$ cat config.mk
export PLATFORM = sky130hd
export DESIGN_NAME = independent_watchdog
export DESIGN_NICKNAME = d
export VERILOG_FILES = /design/src/rtl/core/iwdg_pkg.sv /design/src/rtl/core/independent_watchdog.sv /design/src/rtl/core/iwdg_core.sv
export SDC_FILE = /design/constraint.sdc
export NUM_CORES = 1
export LEC_CHECK = 0
export BUFFER_PORTS_ARGS = -buffer_cell sky130_fd_sc_hd__buf_2
export CAP_MARGIN = 20
export CORE_MARGIN = 5
export CORE_UTILIZATION = 45
export DETAILED_ROUTE_END_ITERATION = 8
export PLACE_DENSITY = 0.61
export SLEW_MARGIN = 20
export SYNTH_ARGS = -nofsm -noshare
export SYNTH_HDL_FRONTEND = slang
export SYNTH_SLANG_ARGS = --single-unit
$ cat constraint.sdc
create_clock -name clk_i -period 4.5 [get_ports clk_i]
set_input_delay 0.675 -clock clk_i [delete_from_list [all_inputs] [get_ports clk_i]]
set_output_delay 0.675 -clock clk_i [all_outputs]
set_load 0.01 [all_outputs]
$ cat src/rtl/core/iwdg_pkg.sv
// Package for the independent watchdog: codes, keys, item types and helpers.
package iwdg_pkg;

  localparam int SyncTicksDef = 3;
  localparam int CountBitsDef = 12;
  localparam int SyncCntW     = 4;
  localparam int DivW         = 8;
  localparam int DataW        = 16;
  localparam int InTdataW     = 24;
  localparam int OutTdataW    = 24;

  localparam logic [DataW-1:0] KeyUnlock = 16'h5555;
  localparam logic [DataW-1:0] KeyReload = 16'hAAAA;
  localparam logic [DataW-1:0] KeyStart  = 16'hCCCC;

  typedef enum logic [1:0] {
    OpTick  = 2'd0,
    OpWrite = 2'd1,
    OpRead  = 2'd2
  } op_e;

  typedef enum logic [1:0] {
    AddrKey      = 2'd0,
    AddrPrescale = 2'd1,
    AddrReload   = 2'd2,
    AddrStatus   = 2'd3
  } addr_e;

  typedef struct packed {
    op_e              opcode;
    addr_e            reg_addr;
    logic [DataW-1:0] write_data;
    logic             debug_halt;
  } item_t;

  typedef struct packed {
    logic [DataW-1:0] read_data;
    logic             timeout_reset;
    logic             is_running;
  } result_t;

  // Divide ratio 4 << code, capped at 256.
  function automatic logic [DivW:0] divisor_of(input logic [2:0] code);
    logic [DivW:0] d;
    d = 9'd256;
    if (code < 3'd7) begin
      d = 9'd4 << code;
    end
    return d;
  endfunction

endpackage

$ cat src/rtl/core/independent_watchdog.sv
// Top level of the independent watchdog: input register, update core, output register.
// A request passes through the input register and then the output register before it appears on the master side.
// Throughput: one request per cycle while m_axis_tready holds; the state update is one pass through the core.
// While a result waits in the output register, the input register can still take one new request.
// Reset (rst_ni low, asynchronous): watchdog stopped, registers locked, reload and
// counter all ones, freeze_on_halt cleared; no clearing pass is needed.
module independent_watchdog #(
  parameter int SYNC_TICKS = iwdg_pkg::SyncTicksDef,
  parameter int COUNT_BITS = iwdg_pkg::CountBitsDef
) (
  input  logic                             clk_i,
  input  logic                             rst_ni,
  input  logic                             cfg_we_i,
  input  logic                             cfg_wdata_i,
  input  logic                             s_axis_tvalid,
  output logic                             s_axis_tready,
  // [1:0] reg_addr, [17:2] write_data, [18] debug_halt, [23:19] zero
  input  logic [iwdg_pkg::InTdataW-1:0]    s_axis_tdata,
  // [1:0] opcode
  input  logic [1:0]                       s_axis_tuser,
  output logic                             m_axis_tvalid,
  input  logic                             m_axis_tready,
  // [15:0] read_data, [16] timeout_reset, [17] is_running, [23:18] zero
  output logic [iwdg_pkg::OutTdataW-1:0]   m_axis_tdata
);

  logic              in_valid_q;
  iwdg_pkg::item_t   in_item_q;
  logic              out_valid_q, out_valid_d;
  iwdg_pkg::result_t out_res_q;
  iwdg_pkg::result_t core_res;
  logic              adv;

  assign adv           = in_valid_q && (!out_valid_q || m_axis_tready);
  assign s_axis_tready = !in_valid_q || adv;
  assign out_valid_d   = adv || (out_valid_q && !m_axis_tready);

  always_ff @(posedge clk_i or negedge rst_ni) begin
    if (!rst_ni) begin
      in_valid_q  <= 1'b0;
      out_valid_q <= 1'b0;
    end else begin
      if (s_axis_tready) begin
        in_valid_q <= s_axis_tvalid;
      end
      out_valid_q <= out_valid_d;
    end
  end

  always_ff @(posedge clk_i) begin
    if (s_axis_tvalid && s_axis_tready) begin
      in_item_q.opcode     <= iwdg_pkg::op_e'(s_axis_tuser);
      in_item_q.reg_addr   <= iwdg_pkg::addr_e'(s_axis_tdata[1:0]);
      in_item_q.write_data <= s_axis_tdata[17:2];
      in_item_q.debug_halt <= s_axis_tdata[18];
    end
    if (adv) begin
      out_res_q <= core_res;
    end
  end

  iwdg_core #(
    .SYNC_TICKS(SYNC_TICKS),
    .COUNT_BITS(COUNT_BITS)
  ) u_core (
    .clk_i      (clk_i),
    .rst_ni     (rst_ni),
    .cfg_we_i   (cfg_we_i),
    .cfg_wdata_i(cfg_wdata_i),
    .adv_i      (adv),
    .item_i     (in_item_q),
    .res_o      (core_res)
  );

  assign m_axis_tvalid = out_valid_q;
  assign m_axis_tdata  = {6'd0, out_res_q.is_running, out_res_q.timeout_reset,
                          out_res_q.read_data};

endmodule

$ cat src/rtl/core/iwdg_core.sv
// Watchdog state registers and the single-pass update for one request.
module iwdg_core #(
  parameter int SYNC_TICKS = iwdg_pkg::SyncTicksDef,
  parameter int COUNT_BITS = iwdg_pkg::CountBitsDef
) (
  input  logic              clk_i,
  input  logic              rst_ni,
  input  logic              cfg_we_i,
  input  logic              cfg_wdata_i,
  input  logic              adv_i,
  input  iwdg_pkg::item_t   item_i,
  output iwdg_pkg::result_t res_o
);

  localparam logic [iwdg_pkg::SyncCntW-1:0] SyncLoad = iwdg_pkg::SyncCntW'(SYNC_TICKS);

  logic                          freeze_q;
  logic                          running_q, running_d;
  logic                          unlocked_q, unlocked_d;
  logic [2:0]                    pre_wr_q, pre_wr_d;
  logic [COUNT_BITS-1:0]         rld_wr_q, rld_wr_d;
  logic [2:0]                    pre_act_q, pre_act_d;
  logic [COUNT_BITS-1:0]         rld_act_q, rld_act_d;
  logic [COUNT_BITS-1:0]         count_q, count_d;
  logic [iwdg_pkg::DivW-1:0]     div_q, div_d;
  logic                          pre_busy_q, pre_busy_d;
  logic                          rld_busy_q, rld_busy_d;
  logic [iwdg_pkg::SyncCntW-1:0] pre_sync_q, pre_sync_d;
  logic [iwdg_pkg::SyncCntW-1:0] rld_sync_q, rld_sync_d;
  logic [iwdg_pkg::DataW-1:0]    rdata;
  logic                          timeout;

  always_comb begin
    running_d  = running_q;
    unlocked_d = unlocked_q;
    pre_wr_d   = pre_wr_q;
    rld_wr_d   = rld_wr_q;
    pre_act_d  = pre_act_q;
    rld_act_d  = rld_act_q;
    count_d    = count_q;
    div_d      = div_q;
    pre_busy_d = pre_busy_q;
    rld_busy_d = rld_busy_q;
    pre_sync_d = pre_sync_q;
    rld_sync_d = rld_sync_q;
    rdata      = '0;
    timeout    = 1'b0;
    case (item_i.opcode)
      iwdg_pkg::OpTick: begin
        if (!(freeze_q && item_i.debug_halt)) begin
          if (pre_busy_q) begin
            if (pre_sync_q != '0) begin
              pre_sync_d = pre_sync_q - 1'b1;
            end
            if (pre_sync_d == '0) begin
              pre_act_d  = pre_wr_q;
              pre_busy_d = 1'b0;
            end
          end
          if (rld_busy_q) begin
            if (rld_sync_q != '0) begin
              rld_sync_d = rld_sync_q - 1'b1;
            end
            if (rld_sync_d == '0) begin
              rld_act_d  = rld_wr_q;
              rld_busy_d = 1'b0;
            end
          end
          if (running_q) begin
            if ({1'b0, div_q} + 1'b1 >= iwdg_pkg::divisor_of(pre_act_d)) begin
              div_d = '0;
              if (count_q == '0) begin
                timeout    = 1'b1;
                running_d  = 1'b0;
                unlocked_d = 1'b0;
                pre_wr_d   = '0;
                rld_wr_d   = '1;
                pre_act_d  = '0;
                rld_act_d  = '1;
                count_d    = '1;
                pre_busy_d = 1'b0;
                rld_busy_d = 1'b0;
                pre_sync_d = '0;
                rld_sync_d = '0;
              end else begin
                count_d = count_q - 1'b1;
              end
            end else begin
              div_d = div_q + 1'b1;
            end
          end
        end
      end
      iwdg_pkg::OpWrite: begin
        unique case (item_i.reg_addr)
          iwdg_pkg::AddrKey: begin
            if (item_i.write_data == iwdg_pkg::KeyUnlock) begin
              unlocked_d = 1'b1;
            end else begin
              unlocked_d = 1'b0;
              if (item_i.write_data == iwdg_pkg::KeyReload) begin
                count_d = rld_act_q;
              end else if (item_i.write_data == iwdg_pkg::KeyStart) begin
                running_d = 1'b1;
              end
            end
          end
          iwdg_pkg::AddrPrescale: begin
            if (unlocked_q && !pre_busy_q) begin
              pre_wr_d   = item_i.write_data[2:0];
              pre_busy_d = 1'b1;
              pre_sync_d = SyncLoad;
            end
          end
          iwdg_pkg::AddrReload: begin
            if (unlocked_q && !rld_busy_q) begin
              rld_wr_d   = item_i.write_data[COUNT_BITS-1:0];
              rld_busy_d = 1'b1;
              rld_sync_d = SyncLoad;
            end
          end
          default: ;
        endcase
      end
      iwdg_pkg::OpRead: begin
        unique case (item_i.reg_addr)
          iwdg_pkg::AddrPrescale: rdata = iwdg_pkg::DataW'(pre_wr_q);
          iwdg_pkg::AddrReload:   rdata = iwdg_pkg::DataW'(rld_wr_q);
          iwdg_pkg::AddrStatus:   rdata = iwdg_pkg::DataW'({rld_busy_q, pre_busy_q});
          default:                rdata = '0;
        endcase
      end
      default: ;
    endcase
  end

  assign res_o.read_data     = rdata;
  assign res_o.timeout_reset = timeout;
  assign res_o.is_running    = running_d;

  always_ff @(posedge clk_i or negedge rst_ni) begin
    if (!rst_ni) begin
      freeze_q <= 1'b0;
    end else if (cfg_we_i) begin
      freeze_q <= cfg_wdata_i;
    end
  end

  always_ff @(posedge clk_i or negedge rst_ni) begin
    if (!rst_ni) begin
      running_q  <= 1'b0;
      unlocked_q <= 1'b0;
      pre_wr_q   <= '0;
      rld_wr_q   <= '1;
      pre_act_q  <= '0;
      rld_act_q  <= '1;
      count_q    <= '1;
      div_q      <= '0;
      pre_busy_q <= 1'b0;
      rld_busy_q <= 1'b0;
      pre_sync_q <= '0;
      rld_sync_q <= '0;
    end else if (adv_i) begin
      running_q  <= running_d;
      unlocked_q <= unlocked_d;
      pre_wr_q   <= pre_wr_d;
      rld_wr_q   <= rld_wr_d;
      pre_act_q  <= pre_act_d;
      rld_act_q  <= rld_act_d;
      count_q    <= count_d;
      div_q      <= div_d;
      pre_busy_q <= pre_busy_d;
      rld_busy_q <= rld_busy_d;
      pre_sync_q <= pre_sync_d;
      rld_sync_q <= rld_sync_d;
    end
  end

  a_stop_only_on_timeout: assert property (@(posedge clk_i) disable iff (!rst_ni)
    $fell(running_q) |-> $past(adv_i && timeout))
    else $error("watchdog stopped without a timeout");

  a_div_idle_when_stopped: assert property (@(posedge clk_i) disable iff (!rst_ni)
    !running_q |-> div_q == '0)
    else $error("divider moved while stopped");

  a_pre_sync_idle: assert property (@(posedge clk_i) disable iff (!rst_ni)
    !pre_busy_q |-> pre_sync_q == '0)
    else $error("prescaler sync count left over");

  a_rld_sync_idle: assert property (@(posedge clk_i) disable iff (!rst_ni)
    !rld_busy_q |-> rld_sync_q == '0)
    else $error("reload sync count left over");

endmodule
== Word-level counts from Yosys, hierarchy flattened ==
Cells that the tools add are included.

* Input bits: 32
* Word-level logic and storage cells: 183
* Bits in registers: 104

* Shift-type cells: 1
* Add/sub/neg operators: 5
* Muxes and demuxes: 99
* Reduce and logical (&&, ||, !) cells: 31
* Eq/ne operators: 19
* Order comparisons: 2
* Bitwise operators: 4

{| class="wikitable"
|+ Operators by type and width
! operator !! number
|-
| 12-bit 2-to-1 mux || 18
|-
| 4-bit 2-to-1 mux || 22
|-
| 12-bit one-hot mux with 2 select lines || 2
|-
| 3-bit 2-to-1 mux || 13
|-
| 9-bit 2-to-1 mux || 4
|-
| 12-bit one-hot mux with 3 select lines || 1
|-
| 16-bit equality test (second input constant) || 2
|-
| 1-bit 2-to-1 mux || 31
|-
| 8-bit AND reduction || 3
|-
| 16-bit by 15-bit equality test with 1-bit output (second input constant) || 1
|-
| 2-bit by 1-bit inequality test with 1-bit output (second input constant) || 8
|-
| 4-bit one-hot mux with 2 select lines || 2
|-
| 12-bit zero test || 1
|-
| 12-bit by 1-bit subtractor with 12-bit output (second input constant) || 1
|-
| 5-bit AND reduction || 2
|-
| 8-bit by 1-bit adder with 9-bit output (second input constant) || 1
|-
| 9-bit greater-or-equal comparator || 1
|-
| 3-bit by 3-bit << shifter with 9-bit output (first input constant) || 1
|-
| 8-bit by 1-bit adder with 8-bit output (second input constant) || 1
|-
| 4-bit zero test || 2
|-
| 8-bit 2-to-1 mux || 1
|-
| 1-bit one-hot mux with 2 select lines || 4
|-
| 4-bit nonzero test || 2
|-
| 4-bit by 1-bit subtractor with 4-bit output (second input constant) || 2
|-
| other kinds (15) || 35
|}

== Logic depth before layout (Yosys ltp) ==
* Depth in word-level cells: 20
* Gate-level depth with buffers: 14

== Modules after synthesis ==
From an unflattened synthesis, not the netlist that was laid out.

* Cell total of the unflattened synthesis: 497
* Area, all modules: 5454.0 um^2

{| class="wikitable"
|+ By module, submodules not included
! module !! cells an instance !! seq. area each (um^2) !! area each (um^2) !! instances
|-
| iwdg_core || 443 || 1621.6 || 4130.2 || 1
|-
| independent_watchdog || 54 || 1221.2 || 1323.8 || 1
|}

== Worst setup path before layout ==
OpenSTA, ideal clock, no wires.

* Kind: reg2reg
* Start: register u_core.pre_sync_q[0] (netlist name)
* End: register u_core.pre_sync_q[3] (netlist name)
* Arrival: 3.388 ns
* Slack: 1.030 ns
* Cell stages (with the launch flop): 15
* Path buffers: 1
* Clock period less this slack: 3.470 ns
* Cell sequence: dfrtp_1 inv_1 ha_1 xnor2_1 a32o_1 nand3_1 mux2i_1 or2_2 ha_1 a21oi_1 o21ai_0 o211ai_1 clkbuf_1 nand2_1 o22ai_1

* Longest elaborated chain between the ends: 20

{| class="wikitable"
|+ Ends and longest elaborated chain
! what !! line !! text
|-
| from (decl) || iwdg_core.sv:28 || <nowiki>logic [iwdg_pkg::SyncCntW-1:0] pre_sync_q, pre_sync_d;</nowiki>
|-
| from (signal assigned) || iwdg_core.sv:174 || <nowiki>pre_sync_q <= pre_sync_d;</nowiki>
|-
| 4-bit by 1-bit subtractor with 4-bit output or 4-bit nonzero test (tied branches) || iwdg_core.sv:53, iwdg_core.sv:52 ||
|-
| 4-bit 2-to-1 mux (*) || iwdg_core.sv:52 || <nowiki>if (pre_sync_q != '0) begin</nowiki>
|-
| 4-bit 2-to-1 mux (*) || iwdg_core.sv:51 || <nowiki>if (pre_busy_q) begin</nowiki>
|-
| 4-bit 2-to-1 mux (*) || iwdg_core.sv:50 || <nowiki>if (!(freeze_q && item_i.debug_halt)) begin</nowiki>
|-
| 4-bit 2-to-1 mux (*) || iwdg_core.sv:48 || <nowiki>case (item_i.opcode)</nowiki>
|-
| 4-bit zero test || iwdg_core.sv:55 || <nowiki>if (pre_sync_d == '0) begin</nowiki>
|-
| 3-bit 2-to-1 mux || iwdg_core.sv:55 ||
|-
| 3-bit 2-to-1 mux || iwdg_core.sv:51 ||
|-
| [... 4 more ...] || n/a ||
|-
| 9-bit 2-to-1 mux || iwdg_core.sv:69 || <nowiki>if (running_q) begin</nowiki>
|-
| 9-bit 2-to-1 mux || iwdg_core.sv:50 ||
|-
| 9-bit 2-to-1 mux || iwdg_core.sv:48 ||
|-
| 9-bit greater-or-equal comparator || iwdg_core.sv:70 || <nowiki>if ({1'b0, div_q} + 1'b1 >= iwdg_pkg::divisor_of(pre_act_d)) begin</nowiki>
|-
| 4-bit 2-to-1 mux || iwdg_core.sv:70 ||
|-
| 4-bit 2-to-1 mux (*) || iwdg_core.sv:69 ||
|-
| 4-bit 2-to-1 mux (*) || iwdg_core.sv:50 ||
|-
| 4-bit one-hot mux with 2 select lines (*) || iwdg_core.sv:48 ||
|}

Every way passes the cells marked *; elsewhere a longest branch is shown, timed or not. The select of a mux whose other input is x is not followed.
A chain may end at the register's enable or synchronous reset.

== Final worst setup path ==
* Start: register u_core.pre_sync_q[0] (netlist name)
* End: register u_core.rld_wr_q[8]

* Longest elaborated chain between the ends: 18

{| class="wikitable"
|+ Ends and longest elaborated chain
! what !! line !! text
|-
| 4-bit by 1-bit subtractor with 4-bit output or 4-bit nonzero test (tied branches) || iwdg_core.sv:53, iwdg_core.sv:52 ||
|-
| 4-bit 2-to-1 mux (*) || iwdg_core.sv:52 ||
|-
| 4-bit 2-to-1 mux (*) || iwdg_core.sv:51 ||
|-
| 4-bit 2-to-1 mux (*) || iwdg_core.sv:50 ||
|-
| 4-bit 2-to-1 mux (*) || iwdg_core.sv:48 ||
|-
| 4-bit zero test (*) || iwdg_core.sv:55 ||
|-
| 3-bit 2-to-1 mux (*) || iwdg_core.sv:55 ||
|-
| 3-bit 2-to-1 mux (*) || iwdg_core.sv:51 ||
|-
| [... 2 more ...] || n/a ||
|-
| 3-bit less-than comparator or 3-bit by 3-bit << shifter with 9-bit output (tied branches) || iwdg_pkg.sv:46, iwdg_pkg.sv:47 ||
|-
| 9-bit 2-to-1 mux (*) || iwdg_pkg.sv:46 || <nowiki>if (code < 3'd7) begin</nowiki>
|-
| 9-bit 2-to-1 mux (*) || iwdg_core.sv:69 ||
|-
| 9-bit 2-to-1 mux (*) || iwdg_core.sv:50 ||
|-
| 9-bit 2-to-1 mux (*) || iwdg_core.sv:48 ||
|-
| 9-bit greater-or-equal comparator (*) || iwdg_core.sv:70 ||
|-
| 2-bit by 1-bit inequality test with 1-bit output (no line) (*) || n/a ||
|-
| 8-bit AND reduction (no line) (*) || n/a ||
|-
| to (signal assigned) || iwdg_core.sv:167 || <nowiki>rld_wr_q <= rld_wr_d;</nowiki>
|-
| to (decl) || iwdg_core.sv:21 || <nowiki>logic [COUNT_BITS-1:0] rld_wr_q, rld_wr_d;</nowiki>
|}

Marked as above.

==> qor.yml <==
status:
  status: "completed"
yosys:
  synth-xor-area-share_pct: 1.36
  synth_edf_count: 35
  synth_seq_cells: 100
  async_flop_share_pct: 65.0
  muxShareOfSynthArea_pct: 1.84
  post_synth.cell_area_avg_um2: 10.4
  yosysSeqAreaShare_pct: 52.7
  netlist_area_um2: 5170
  syn-instance-count: 496
  synth_cell_types: 65
  yosys_warnings: 0
  yosys.area_share.simple_pct: 19.9
  synth-main-ff-cell: "dfstp_2"
  synth_compound_area_share_pct: 17.0
  synth_top_family_by_area: "simple AND/OR/NAND/NOR gates"
  synthAdderAreaFrac_pct: 2.90
floorplan:
  die-area_um2: 13700
  die_height_um: 117
  start_util_pct: 45.7
  ios: 58
  core_um2: 11300
  die_x_um: 117
  rows: 39
routing:
  route.detailed.drc: 0
  drt-pass1-iter-count: 4
  wl_per_cell_um: 16.7
  ant_nets: 0
  postRouteWirelength_um: 11500
  drt-initial-drc-count: 188
  viasPerCell: 5.71
  vias: 3911
critical_path:
  path_cells: "inv_1 -> ha_1 -> xnor2_1 -> a32o_1 -> nand3_1 -> mux2i_1 -> nand3b_1 -> ha_1 -> nand4_1 -> a21oi_1 -> buf_4 -> o211ai_1 -> buf_4 -> a21oi_2 -> o22a_1"
  setup.worst_path.end_class: "flip-flop"
  path_buf_inv: 3
  cpLargestDelayFamily: "compound AO/OA/AOI/OAI gates"
  cp.arrival_ns: 4.19
  worstPathRequired_ns: 4.80
  crit_type: "reg -> reg"
  cp_slowest_cell: "mux2i_1"
  slowest_delay_ns: 0.52
  cp-start-kind: "flip-flop"
  cp_max_fo: 16
layout:
  final_nets: 581
  fill_cells: 1055
  insertedDiodeCount: 0
  layout-drive-gt1-share_pct: 22.9
  final_area_um2: 5820
  area_growth_pct: 12.6
  final_cell_mix: "42 x nand3_1, 42 x buf_2, 41 x nand2_1"
  fin_cells: 685
clock_network:
  clk_pin_slew_ns: 0.07
  cts_root_buffer: "clkbuf_16"
  cts_buffer_depth: 2
  ctsHoldBuffers: 0
  ctsHtreeMaxLevel: 3
  clkSinkCount: 100
  post_cts_buffers: 0
  cts_buffers: 9
  cts_tree: "yes"
  cts.repair.resized: 0
  clk_latency_ns: 0.36
placed_design:
  placed_cell_area_um2: 5490
  gp_congestion: 0.878
  dp_hpwl_um: 8520
  placedCellCount: 669
  portBuffers: 42
timing:
  fmax_mhz: 257
  slew-limit-headroom_pct: 44.4
  period_needed_ns: 3.89
  tightest_slew_ns: 0.834
  finalCritPeriodShare_pct: 86.5
  drv_slew: 0
  setup_violations: 0
  skew_ns: 0.00953
  hold_viol_final: 0
  rsz0062_at_grt: "false"
  tns_ns: 0
  whs_ns: 0.416
global_route:
  grt_use_total_pct: 17.5
  grt_pass1_wl_um: 18500
  grt_pass1_vias: 3654
  antenna_found_initial: 0
  grt_start_max_net_pins: 35
  grt-ovfl-total: 0
power_and_ir_drop:
  p_leak_nw: 2.36
  ir_worst_vdd_mv: 0.388
  p_per_area_nw_per_um2: 566
  finalPower_w: 0.00329
min_path:
  worstHoldPathType: "in -> async"
job:
  drv_cap: 0
## worst paths after layout
check	from	endpoint	slack, ns	cells past startpoint
min reg2reg	u_core.pre_act_q[1]	u_core.pre_act_q[1]	0.48	2
min in group clk_i	u_core.pre_act_q[1]	u_core.pre_act_q[1]	0.48	2
max reg2reg	u_core.pre_sync_q[0]	u_core.rld_wr_q[8]	0.61	15
max	u_core.pre_sync_q[0]	u_core.rld_wr_q[8]	0.61	15
min	rst_ni	u_core.pre_wr_q[1]	0.42	1
max in group asynchronous	rst_ni	u_core.rld_act_q[1]	3.14	2
## state kept, by name, indices dropped and copies added, names as in the netlist
| name | cells |
|---|---|
| in_item_q | 21 |
| m_axis_tdata | 14 |
| u_core.count_q | 12 |
| u_core.rld_act_q | 12 |
| u_core.rld_wr_q | 12 |
| u_core.div_q | 8 |
| u_core.pre_sync_q | 4 |
| u_core.rld_sync_q | 4 |
| u_core.pre_act_q | 3 |
| u_core.pre_wr_q | 3 |
| in_valid_q | 1 |
| m_axis_tvalid | 1 |
| u_core.freeze_q | 1 |
| u_core.pre_busy_q | 1 |
| u_core.rld_busy_q | 1 |
| u_core.running_q | 1 |
| u_core.unlocked_q | 1 |
## layout make-up
cell class | instances | area, µm² | share of cell area (%)
sequential | 100 | 2720 | 46.8
inverter | 16 | 60.1 | 1.03
tap | 143 | 179 | 3.08
clock inverter | 7 | 100 | 1.72
timing repair buffer | 50 | 270 | 4.65
clock buffer | 9 | 225 | 3.87
multi-input combinational | 360 | 2260 | 38.9
## cells in the mapped netlist, types with 3 or more instances
library cell	instances	area share [%]
nor2_1	19	1.4
nor3_1	9	0.87
nand2_1	41	3.0
nor4bb_1	7	1.4
o22ai_1	12	1.5
o22a_1	12	2.0
nand2b_1	9	1.1
or2_2	5	0.61
dfrtp_1	29	14
nor4b_1	3	0.51
inv_1	16	1.2
nand4_1	4	0.48
mux2_2	4	0.87
buf_4	11	1.6
o31ai_1	8	1.2
or4_1	5	0.73
edfxtp_1	35	20
nor4_1	3	0.36
nand3b_1	6	0.87
a31oi_1	15	1.8
and2_1	12	1.5
xnor2_1	6	1.0
o21ai_0	36	3.5
a21oi_1	25	2.4
and3_1	7	0.85
ha_1	12	2.9
nand3_1	42	4.1
dfstp_2	36	18
mux2i_1	5	0.97
clkbuf_1	16	1.2
## metal layers
layer  wire, µm  track usage, %
met5          0               0
met4        276            7.65
met3        449            2.88
met2       5250            26.7
met1       5490            24.8
## through the flow
stage	utilization (%)	setup slack, ns
final	51.4	0.609
after global routing	51.4	0.302
after CTS	51.4	0.607
after detailed placement	48.5	0.643
after global placement	48.5	0.702
after floorplan	-	1.03
## cells by family (layout without fill, tap and decap cells)
group                      Yosys count  count (layout)
xor gates and xnor gates             8               8
and+or+nand+nor                    186             186
other                                1              10
AOI/OAI and AO/OA                  135             135
muxes                                9               9
adders and majority gates           12              12
DFF                                100             100
buffers and inverters               45              82
## where the power goes
part           switching, W  internal, W  leakage (nW)
Clock              0.000372     0.000450         0.158
Sequential         0.000206      0.00125          1.08
Combinational      0.000587     0.000430          1.13
Power figures use the tool's default switching activity.
